**src/rtl/core/audio_file_header_parser_defines.svh**
```systemverilog
// Assertion macros used by the sound file header parser controller.
`ifndef AUDIO_FILE_HEADER_PARSER_DEFINES_SVH
`define AUDIO_FILE_HEADER_PARSER_DEFINES_SVH

// Same-cycle implication, disabled while reset is asserted.
`define AFHP_ASSERT_NOW(label, clk, rst_n, ante, cons) \
    label: assert property (@(posedge clk) disable iff (!rst_n) (ante) |-> (cons)) \
        else $error("afhp assertion failed");

// Next-cycle implication, disabled while reset is asserted.
`define AFHP_ASSERT_NEXT(label, clk, rst_n, ante, cons) \
    label: assert property (@(posedge clk) disable iff (!rst_n) (ante) |=> (cons)) \
        else $error("afhp assertion failed");

`endif

```
**src/rtl/core/afhp_pkg.sv**
```systemverilog
// Package with constants, tags, command type and a helper of the header parser.
package afhp_pkg;

    localparam int HEADER_CAPTURE = 54;
    localparam int ADDR_W         = $clog2(HEADER_CAPTURE);
    localparam int COUNT_W        = 6;
    localparam logic [COUNT_W-1:0] COUNT_MAX = 6'd63;
    localparam int WIN_BYTES      = 46;
    localparam logic [ADDR_W-1:0] RD_LAST = ADDR_W'(WIN_BYTES - 1);
    localparam int OUT_W          = 168;

    localparam logic [1:0] FMT_WAVE = 2'd0;
    localparam logic [1:0] FMT_AIFF = 2'd1;
    localparam logic [1:0] FMT_NEXT = 2'd2;
    localparam logic [1:0] FMT_NONE = 2'd3;

    localparam logic [31:0] TAG_RIFF = "RIFF";
    localparam logic [31:0] TAG_WAVE = "WAVE";
    localparam logic [31:0] TAG_FMT  = "fmt ";
    localparam logic [31:0] TAG_DATA = "data";
    localparam logic [31:0] TAG_FORM = "FORM";
    localparam logic [31:0] TAG_AIFF = "AIFF";
    localparam logic [31:0] TAG_COMM = "COMM";
    localparam logic [31:0] TAG_SSND = "SSND";
    localparam logic [31:0] TAG_SND  = ".snd";
    localparam logic [31:0] TAG_DNS  = "dns.";

    localparam logic [31:0] WAVE_HDR = 32'd44;
    localparam logic [31:0] AIFF_HDR = 32'd54;

    typedef struct packed {
        logic              cap;
        logic              cap_last;
        logic              rd_en;
        logic [ADDR_W-1:0] rd_addr;
        logic              parse_en;
        logic              mul1_en;
        logic              mul2_en;
        logic              fin_en;
    } t_cmd;

    function automatic logic [2:0] bits_to_bytes(input logic [15:0] bits);
        logic [2:0] res;
        case (bits)
            16'd16:  res = 3'd2;
            16'd24:  res = 3'd3;
            16'd32:  res = 3'd4;
            default: res = 3'd0;
        endcase
        return res;
    endfunction

endpackage

```
**src/rtl/core/afhp_ctrl.sv**
```systemverilog
// Controller state machine: byte capture, store read pass and compute steps.
`include "audio_file_header_parser_defines.svh"

module afhp_ctrl (
    input  logic          i_clk,
    input  logic          i_rst_n,
    input  logic          i_in_valid,
    input  logic          i_in_last,
    output logic          o_in_ready,
    input  logic          i_out_ready,
    output logic          o_out_valid,
    output afhp_pkg::t_cmd o_cmd
);
    import afhp_pkg::*;

    localparam logic [2:0] S_COLLECT = 3'd0;
    localparam logic [2:0] S_READ    = 3'd1;
    localparam logic [2:0] S_DRAIN   = 3'd2;
    localparam logic [2:0] S_PARSE   = 3'd3;
    localparam logic [2:0] S_MUL1    = 3'd4;
    localparam logic [2:0] S_MUL2    = 3'd5;
    localparam logic [2:0] S_FINAL   = 3'd6;

    logic [2:0]        r_state, n_state;
    logic [ADDR_W-1:0] r_addr, n_addr;
    logic              r_out_valid, n_out_valid;
    logic              accept;

    assign accept = i_in_valid && o_in_ready;

    always_comb begin
        n_state    = r_state;
        n_addr     = r_addr;
        o_in_ready = 1'b0;
        o_cmd      = '0;
        unique case (r_state)
            S_COLLECT: begin
                o_in_ready = 1'b1;
                if (accept) begin
                    o_cmd.cap      = 1'b1;
                    o_cmd.cap_last = i_in_last;
                    if (i_in_last) begin
                        n_state = S_READ;
                        n_addr  = '0;
                    end
                end
            end
            S_READ: begin
                o_cmd.rd_en   = 1'b1;
                o_cmd.rd_addr = r_addr;
                n_addr        = r_addr + 1'b1;
                if (r_addr == RD_LAST) begin
                    n_state = S_DRAIN;
                end
            end
            S_DRAIN: begin
                n_state = S_PARSE;
            end
            S_PARSE: begin
                o_cmd.parse_en = 1'b1;
                n_state        = S_MUL1;
            end
            S_MUL1: begin
                o_cmd.mul1_en = 1'b1;
                n_state       = S_MUL2;
            end
            S_MUL2: begin
                o_cmd.mul2_en = 1'b1;
                n_state       = S_FINAL;
            end
            S_FINAL: begin
                if (!r_out_valid || i_out_ready) begin
                    o_cmd.fin_en = 1'b1;
                    n_state      = S_COLLECT;
                end
            end
            default: begin
                n_state = S_COLLECT;
            end
        endcase
    end

    always_comb begin
        n_out_valid = r_out_valid;
        if (o_cmd.fin_en) begin
            n_out_valid = 1'b1;
        end else if (i_out_ready) begin
            n_out_valid = 1'b0;
        end
    end

    always_ff @(posedge i_clk) begin
        if (!i_rst_n) begin
            r_state     <= S_COLLECT;
            r_addr      <= '0;
            r_out_valid <= 1'b0;
        end else begin
            r_state     <= n_state;
            r_addr      <= n_addr;
            r_out_valid <= n_out_valid;
        end
    end

    assign o_out_valid = r_out_valid;

    `AFHP_ASSERT_NEXT(a_last_starts_read, i_clk, i_rst_n, accept && i_in_last, r_state == S_READ)
    `AFHP_ASSERT_NOW(a_read_addr_range, i_clk, i_rst_n, r_state == S_READ, r_addr <= RD_LAST)
    `AFHP_ASSERT_NEXT(a_fin_sets_valid, i_clk, i_rst_n, o_cmd.fin_en, r_out_valid)
    `AFHP_ASSERT_NEXT(a_read_end_drain, i_clk, i_rst_n,
        (r_state == S_READ) && (r_addr == RD_LAST), r_state == S_DRAIN)

endmodule

```
**src/rtl/core/afhp_dp.sv**
```systemverilog
// Datapath: header store, byte count, read window, field decode and arithmetic.
module afhp_dp (
    input  logic                        i_clk,
    input  logic                        i_rst_n,
    input  afhp_pkg::t_cmd              i_cmd,
    input  logic [7:0]                  i_byte,
    input  logic                        i_cfg_wr_en,
    input  logic [23:0]                 i_cfg_wr_data,
    output logic [afhp_pkg::OUT_W-1:0]  o_result
);
    import afhp_pkg::*;

    logic [7:0]         mem [HEADER_CAPTURE];
    logic [COUNT_W-1:0] r_count;
    logic [COUNT_W-1:0] r_n;
    logic [COUNT_W-1:0] count_inc;
    logic [7:0]         r_rd_data;
    logic               r_rd_vld;
    logic [WIN_BYTES*8-1:0] r_win;
    logic [7:0]         w [WIN_BYTES];
    logic [23:0]        r_onset;

    logic        n_ok;
    logic [1:0]  n_kind;
    logic        n_be;
    logic [2:0]  n_sb;
    logic [31:0] n_ch, n_hdr, n_size;

    logic        r_ok;
    logic [1:0]  r_kind;
    logic        r_be;
    logic [2:0]  r_sb;
    logic [31:0] r_ch, r_hdr, r_size;
    logic [34:0] r_chsb;
    logic [58:0] r_skip;
    logic [58:0] rem_wide;

    logic        r_out_ok;
    logic [1:0]  r_out_kind;
    logic        r_out_be;
    logic [2:0]  r_out_sb;
    logic [31:0] r_out_ch, r_out_hdr, r_out_rem;
    logic [59:0] r_out_start;

    logic [31:0] tag0, tag8, tag12, tag36, tag38;
    logic [15:0] wav_code, wav_bits, wav_ch, aif_bits, aif_ch;
    logic [31:0] wav_size, aif_chunk, nxt_enc, nxt_hdr, nxt_ch, nxt_size;
    logic [2:0]  wav_sb, aif_sb, nxt_sb;

    assign count_inc = (r_count < COUNT_MAX) ? r_count + 1'b1 : r_count;

    always_ff @(posedge i_clk) begin
        if (i_cmd.cap && (r_count < COUNT_W'(HEADER_CAPTURE))) begin
            mem[r_count[ADDR_W-1:0]] <= i_byte;
        end
        if (i_cmd.rd_en) begin
            r_rd_data <= mem[i_cmd.rd_addr];
        end
    end

    always_ff @(posedge i_clk) begin
        if (!i_rst_n) begin
            r_count  <= '0;
            r_rd_vld <= 1'b0;
            r_onset  <= '0;
        end else begin
            r_rd_vld <= i_cmd.rd_en;
            if (i_cfg_wr_en) begin
                r_onset <= i_cfg_wr_data;
            end
            if (i_cmd.cap) begin
                r_count <= i_cmd.cap_last ? '0 : count_inc;
            end
        end
    end

    always_ff @(posedge i_clk) begin
        if (i_cmd.cap && i_cmd.cap_last) begin
            r_n <= count_inc;
        end
        if (r_rd_vld) begin
            r_win <= {r_win[WIN_BYTES*8-9:0], r_rd_data};
        end
    end

    always_comb begin
        for (int k = 0; k < WIN_BYTES; k++) begin
            w[k] = r_win[(WIN_BYTES-1-k)*8 +: 8];
        end
    end

    assign tag0      = {w[0], w[1], w[2], w[3]};
    assign tag8      = {w[8], w[9], w[10], w[11]};
    assign tag12     = {w[12], w[13], w[14], w[15]};
    assign tag36     = {w[36], w[37], w[38], w[39]};
    assign tag38     = {w[38], w[39], w[40], w[41]};
    assign wav_code  = {w[21], w[20]};
    assign wav_ch    = {w[23], w[22]};
    assign wav_bits  = {w[35], w[34]};
    assign wav_size  = {w[43], w[42], w[41], w[40]};
    assign aif_ch    = {w[20], w[21]};
    assign aif_bits  = {w[26], w[27]};
    assign aif_chunk = {w[42], w[43], w[44], w[45]};
    assign wav_sb    = bits_to_bytes(wav_bits);
    assign aif_sb    = bits_to_bytes(aif_bits);

    always_comb begin
        n_kind = FMT_NONE;
        n_be   = 1'b0;
        if (r_n >= 6'd4) begin
            if (tag0 == TAG_SND) begin
                n_kind = FMT_NEXT;
                n_be   = 1'b1;
            end else if (tag0 == TAG_DNS) begin
                n_kind = FMT_NEXT;
            end else if (r_n >= 6'd12) begin
                if ((tag0 == TAG_RIFF) && (tag8 == TAG_WAVE)) begin
                    n_kind = FMT_WAVE;
                end else if ((tag0 == TAG_FORM) && (tag8 == TAG_AIFF)) begin
                    n_kind = FMT_AIFF;
                    n_be   = 1'b1;
                end
            end
        end
    end

    always_comb begin
        if (n_be) begin
            nxt_enc  = {w[12], w[13], w[14], w[15]};
            nxt_hdr  = {w[4], w[5], w[6], w[7]};
            nxt_ch   = {w[20], w[21], w[22], w[23]};
            nxt_size = {w[8], w[9], w[10], w[11]};
        end else begin
            nxt_enc  = {w[15], w[14], w[13], w[12]};
            nxt_hdr  = {w[7], w[6], w[5], w[4]};
            nxt_ch   = {w[23], w[22], w[21], w[20]};
            nxt_size = {w[11], w[10], w[9], w[8]};
        end
        case (nxt_enc)
            32'd3:   nxt_sb = 3'd2;
            32'd4:   nxt_sb = 3'd3;
            32'd6:   nxt_sb = 3'd4;
            default: nxt_sb = 3'd0;
        endcase
    end

    always_comb begin
        n_ok   = 1'b0;
        n_sb   = '0;
        n_ch   = '0;
        n_hdr  = '0;
        n_size = '0;
        if ((n_kind == FMT_WAVE) && (r_n > 6'd44) && (tag12 == TAG_FMT)
                && (tag36 == TAG_DATA)) begin
            if (((wav_code == 16'd1) || (wav_code == 16'd3)) && (wav_sb != 3'd0)) begin
                n_ok   = 1'b1;
                n_sb   = wav_sb;
                n_ch   = {16'b0, wav_ch};
                n_hdr  = WAVE_HDR;
                n_size = wav_size;
            end
        end else if ((n_kind == FMT_AIFF) && (r_n > 6'd54) && (tag12 == TAG_COMM)
                && (tag38 == TAG_SSND)) begin
            if (aif_sb != 3'd0) begin
                n_ok   = 1'b1;
                n_sb   = aif_sb;
                n_ch   = {16'b0, aif_ch};
                n_hdr  = AIFF_HDR;
                n_size = (aif_chunk > 32'd8) ? aif_chunk - 32'd8 : 32'd0;
            end
        end else if ((n_kind == FMT_NEXT) && (r_n > 6'd28)) begin
            if (nxt_sb != 3'd0) begin
                n_ok   = 1'b1;
                n_sb   = nxt_sb;
                n_ch   = nxt_ch;
                n_hdr  = nxt_hdr;
                n_size = nxt_size;
            end
        end
    end

    assign rem_wide = {27'b0, r_size} - r_skip;

    always_ff @(posedge i_clk) begin
        if (i_cmd.parse_en) begin
            r_ok   <= n_ok;
            r_kind <= n_kind;
            r_be   <= n_be;
            r_sb   <= n_sb;
            r_ch   <= n_ch;
            r_hdr  <= n_hdr;
            r_size <= n_size;
        end
        if (i_cmd.mul1_en) begin
            r_chsb <= {3'b0, r_ch} * {32'b0, r_sb};
        end
        if (i_cmd.mul2_en) begin
            r_skip <= {24'b0, r_chsb} * {35'b0, r_onset};
        end
        if (i_cmd.fin_en) begin
            r_out_ok    <= r_ok;
            r_out_kind  <= r_kind;
            r_out_be    <= r_be;
            r_out_sb    <= r_sb;
            r_out_ch    <= r_ch;
            r_out_hdr   <= r_hdr;
            r_out_start <= {28'b0, r_hdr} + {1'b0, r_skip};
            r_out_rem   <= ({27'b0, r_size} > r_skip) ? rem_wide[31:0] : 32'd0;
        end
    end

    assign o_result = {5'b0, r_out_rem, r_out_start, r_out_hdr, r_out_ch,
                       r_out_sb, r_out_be, r_out_kind, r_out_ok};

endmodule

```
**src/rtl/core/audio_file_header_parser.sv**
```systemverilog
// Top level of the sound file header parser (WAVE, AIFF, NeXT/Sun).
//
//  channel  | direction | payload
//  s_axis   | in        | tdata[7:0] header byte, tlast marks the final byte
//  m_axis   | out       | tdata: one parsed header result per final byte
//  cfg      | in        | 24-bit onset in frames, written on i_cfg_wr_en
//
// A byte without tlast is accepted; the first 54 bytes go to the header store.
// A byte with tlast holds s_axis_tready low through a read pass of the header
// store port, a drain step, one decode step and two multiply steps, and a final
// step that waits while the previous result is still not taken.
// The next file's bytes are accepted while a finished result waits on m_axis.
// Reset is synchronous and active low; the header store is not cleared.
module audio_file_header_parser (
    input  logic         i_clk,
    input  logic         i_rst_n,
    input  logic         s_axis_tvalid,
    output logic         s_axis_tready,
    // tdata: header_byte[7:0]
    input  logic [7:0]   s_axis_tdata,
    input  logic         s_axis_tlast,
    output logic         m_axis_tvalid,
    input  logic         m_axis_tready,
    // tdata: ok[0], format_kind[2:1], big_endian[3], sample_bytes[6:4],
    // channel_count[38:7], header_bytes[70:39], data_start[130:71],
    // data_remaining[162:131], zero fill[167:163]
    output logic [167:0] m_axis_tdata,
    input  logic         i_cfg_wr_en,
    input  logic [23:0]  i_cfg_wr_data
);
    import afhp_pkg::*;

    t_cmd cmd;

    afhp_ctrl u_ctrl (
        .i_clk       (i_clk),
        .i_rst_n     (i_rst_n),
        .i_in_valid  (s_axis_tvalid),
        .i_in_last   (s_axis_tlast),
        .o_in_ready  (s_axis_tready),
        .i_out_ready (m_axis_tready),
        .o_out_valid (m_axis_tvalid),
        .o_cmd       (cmd)
    );

    afhp_dp u_dp (
        .i_clk         (i_clk),
        .i_rst_n       (i_rst_n),
        .i_cmd         (cmd),
        .i_byte        (s_axis_tdata),
        .i_cfg_wr_en   (i_cfg_wr_en),
        .i_cfg_wr_data (i_cfg_wr_data),
        .o_result      (m_axis_tdata)
    );

endmodule
```
**config.mk**
```make
export PLATFORM = sky130hd
export DESIGN_NAME = audio_file_header_parser
export DESIGN_NICKNAME = d
export VERILOG_FILES = /design/src/rtl/core/afhp_pkg.sv /design/src/rtl/core/afhp_ctrl.sv /design/src/rtl/core/afhp_dp.sv /design/src/rtl/core/audio_file_header_parser.sv
export VERILOG_INCLUDE_DIRS = /design/src /design/src/rtl/core
export SDC_FILE = /design/constraint.sdc
export NUM_CORES = 2
export LEC_CHECK = 0
export BUFFER_PORTS_ARGS = -buffer_cell sky130_fd_sc_hd__buf_2
export CORE_AREA = 2 2 663 401
export DETAILED_ROUTE_END_ITERATION = 16
export DIE_AREA = 0 0 665 403
export PLACE_DENSITY = 0.41
export SYNTH_ARGS = -nofsm -noshare
export SYNTH_HDL_FRONTEND = slang
export SYNTH_SLANG_ARGS = --single-unit
export TNS_END_PERCENT = 20
```
**constraint.sdc**
```tcl
create_clock -name i_clk -period 12 [get_ports i_clk]
set_input_delay 1.2 -clock i_clk [delete_from_list [all_inputs] [get_ports i_clk]]
set_output_delay 1.2 -clock i_clk [all_outputs]
set_load 0.01 [all_outputs]
```
==> results_dict.tcl <==
set metrics [dict create \
    post_cts_resized 0 \
    p_comb_share_pct 35.8 \
    cts_post_setup_buffers_inserted 0 \
    most_common_cell_after_layout_fill_and_taps_aside "sky130_fd_sc_hd__edfxtp_1" \
    cp.required_ps 12480 \
    netSwitchingPower_mw 4.91 \
    core_area_sq_mm 0.262 \
    cts.path.max_buffers 3 \
    timing_worst_setup_path_type "flop to flop" \
    layout.area.seq_sq_mm 0.0361 \
    timing.final.setup_violations 0 \
    cts.htree.levels 3 \
    synth_edf_count 1174 \
    clock_buffer_count_from_cts 121 \
    critical_path.startpoint_type "flop" \
    final_cycle_utilization_of_the_critical_path_pct 75.3 \
    final_area_sq_mm 0.0872 \
    cellPowerDensity_mw_per_mm2 157 \
    area_delta_synth_final_pct 11.3 \
    crit-reg2reg-launch "u_dp.r_onset[3]$_SDFFE_PN0P_" \
    timing.critical_path.arrival_ps 9520 \
    grt_first_pass_wirelength_um 368000 \
    sequentialPowerShare_pct 35.9 \
    ys_seq_elements 1215 \
    postCtsHoldBufs 0 \
    worstSkewPairLatency_ps 790 \
    detail_route.drc_violations 0 \
    clkPwrFrac_pct 28.3 \
    routabilityCongestion 0.861 \
    layout.filler_cells 26282 \
    run_status "complete, no violations" \
    mostFrequentLayoutCells "sky130_fd_sc_hd__edfxtp_1, sky130_fd_sc_hd__inv_1, sky130_fd_sc_hd__nand2_1, sky130_fd_sc_hd__fa_1, sky130_fd_sc_hd__and2_1" \
    synth_seq_area_share_pct 46.1 \
    maxCapViolations 0 \
    critical_path.endpoint_type "flop" \
    worst_setup_hold_path_clk_slew_ps 70 \
    proportion_of_layout_cells_with_a_drive_suffix_above_1_pct 8.65 \
    clkSinkCount 1215 \
    leakage_nw 34.7 \
    final_antenna_net_count 0 \
    syn-mean-instance-area_sq_um 11.9 \
    critical-path-slowest-cell "sky130_fd_sc_hd__a2111oi_0" \
    asyncSetResetFlopFracSynth_pct 0 \
    total_gr_overflow 0 \
    buffer_ports.inserted 202 \
    routed_via_density 4.91 \
    clock.fmax_mhz 111 \
    internal_power_mw 8.78 \
    place_hpwl_um 182000 \
    grt_pass1_vias 51401 \
    hold_path_startpoint "u_dp.r_win[110]$_DFFE_PP_" \
    cts_tree "built" \
    detail_route.first_pass.iterations 5 \
    design.final.nets 7768 \
    max_slew_margin_pct 19.6 \
    die_x_um 665 \
    path_max_fanout 23 \
    multi_input_comb_area_sq_mm 0.0376 \
    hp-class "flop to flop" \
    top_level_ports 208 \
    synth.distinct_cells 79 \
    rsz_0062_raised_after_global_routing "false" \
    setup.worst_path.start "u_dp.r_onset[3]$_SDFFE_PN0P_" \
    clk_root_buffer_cell "sky130_fd_sc_hd__clkbuf_16" \
    ys_warn_count 0 \
    worst_ir_drop_vdd_mv 0.196 \
    dpl-instance-area_sq_mm 0.0832 \
    drv_slew 0 \
    slew_at_the_pin_with_the_worst_max_slew_slack_ps 1210 \
    fin_worst_skew_ps 115 \
    synthFlopType "sky130_fd_sc_hd__edfxtp_1" \
    largest_net_degree_at_the_start_of_global_routing 155 \
    track_usage_pct 18.7 \
    rows 146 \
    wl_per_cell_um 24.5 \
    dr.first_iter.drc_count 4798 \
    max_stage_delay_ps 920 \
    finalSetupTns_ps 0 \
    die_y_um 403 \
    gate_count_after_technology_mapping 6592 \
    timing_hold_violations_final 0 \
    antenna_found_initial 26 \
    start_util_pct 29.9 \
    switching_share_pct 35.8 \
    crit_path_frequent_cell "sky130_fd_sc_hd__fa_1" \
    wirelength_um 252000 \
    syn-cell-area_sq_mm 0.0783 \
    die_area_sq_mm 0.268 \
    post-route-min-period_ps 9030 \
    num_vias 50402 \
]
cell families (layout without fill, tap and decap cells):
logic type	Yosys count	count (layout)	synth area share (%)
buffers and inverters	1251	1443	6.08
and+or+nand+nor	1938	1938	12.1
adders and majority gates	1044	1044	23.9
xor gates and xnor gates	192	192	2.15
DFF	1215	1215	46.1
AOI/OAI and AO/OA	781	781	6.45
muxes	170	170	3.20
other	1	9	0.00479
power by group through the flow:
stage / logic [mW] / registers, mW / clock network (mW)
after floorplan: 3.24 / 4.99 / 0
after global placement: 4.95 / 5.00 / 0
after detailed placement: 4.94 / 5.00 / 0
after CTS: 4.98 / 4.91 / 4.00
after global routing: 5.46 / 4.91 / 4.15
final: 4.91 / 4.91 / 3.87
layer usage:
| metal | vias up | share of wire, % | GRT usage (%) |
|---|---|---|---|
| li1 | 22324 | - | - |
| met1 | 26273 | 54 | 31.8 |
| met2 | 1594 | 38 | 24.6 |
| met3 | 211 | 6.8 | 2.95 |
| met4 | 0 | 1.4 | 2.73 |
| met5 | - | 0 | 0 |
final timing paths:
check,depth (start not counted),slack [ps],endpoint
min reg2reg,0,410,u_dp.r_win[118]$_DFFE_PP_
max reg2reg,25,2970,u_dp.r_skip[58]$_DFFE_PN_
max,25,2970,u_dp.r_skip[58]$_DFFE_PN_
min,0,410,u_dp.r_win[118]$_DFFE_PP_
Yosys cell counts, drive strengths merged, types with 34 or more instances:
library cell	instances	area share, %
o211ai	42	0.40
o21ai	141	0.90
nor4	40	0.32
and2	452	3.6
a211oi	61	0.58
xnor2	129	1.4
mux2i	105	1.3
and3	35	0.29
mux4	64	1.8
nand3	76	0.49
o22ai	35	0.28
a21o	78	0.75
clkbuf	283	1.4
fa	757	19
nand2	788	3.8
edfxtp	1174	45
nor2	266	1.3
dfxtp	41	1.0
nor3	64	0.41
inv	928	4.4
ha	287	4.6
buf	40	0.27
nor2b	61	0.49
xor2	63	0.70
a21oi	224	1.4
o221ai	34	0.38
registers in the layout, summed over array words and instances (netlist names), 6 cells and up:
| name | count |
|---|---|
| u_dp.mem | 432 |
| u_dp.r_win | 368 |
| u_dp.r_out_start | 60 |
| u_dp.r_skip | 59 |
| u_dp.r_chsb | 35 |
| u_dp.r_ch | 32 |
| u_dp.r_hdr | 32 |
| u_dp.r_out_ch | 32 |
| u_dp.r_out_hdr | 32 |
| u_dp.r_out_rem | 32 |
| u_dp.r_size | 32 |
| u_dp.r_onset | 24 |
| u_dp.r_rd_data | 8 |
| u_ctrl.r_addr | 6 |
| u_dp.r_count | 6 |
| u_dp.r_n | 6 |
final cells by class:
class	count	area share, %
multi-input cells	4130	43.1
flip-flops and latches	1215	41.4
well taps	3478	4.99
inverters	928	3.99
clock buffers	147	3.63
repair buffers	290	1.95
clock inverters	78	0.933
diodes	4	0.0115
stage by stage:
step	hold slack (ps)	power (mW)	setup WS [ps]	cells	util [%]
2_1_floorplan	400	8.23	2890	6596	-
3_3_place_gp	400	9.95	3030	10041	31.7
3_5_place_dp	405	9.94	2930	10041	31.7
4_1_cts	400	13.9	2930	10266	33.2
5_1_grt	412	14.5	2340	10266	33.2
6_report	412	13.7	2970	10270	33.2
critical path: cells and delay by family, from the launching register on:
kind / cells / cell delay [ps]
fa+ha+maj: 8 / 3920
compound gates: 7 / 2820
flops: 1 / 710
buf+inv: 6 / 700
simple gates: 3 / 410
mux: 1 / 240
Power figures use the tool's default switching activity.
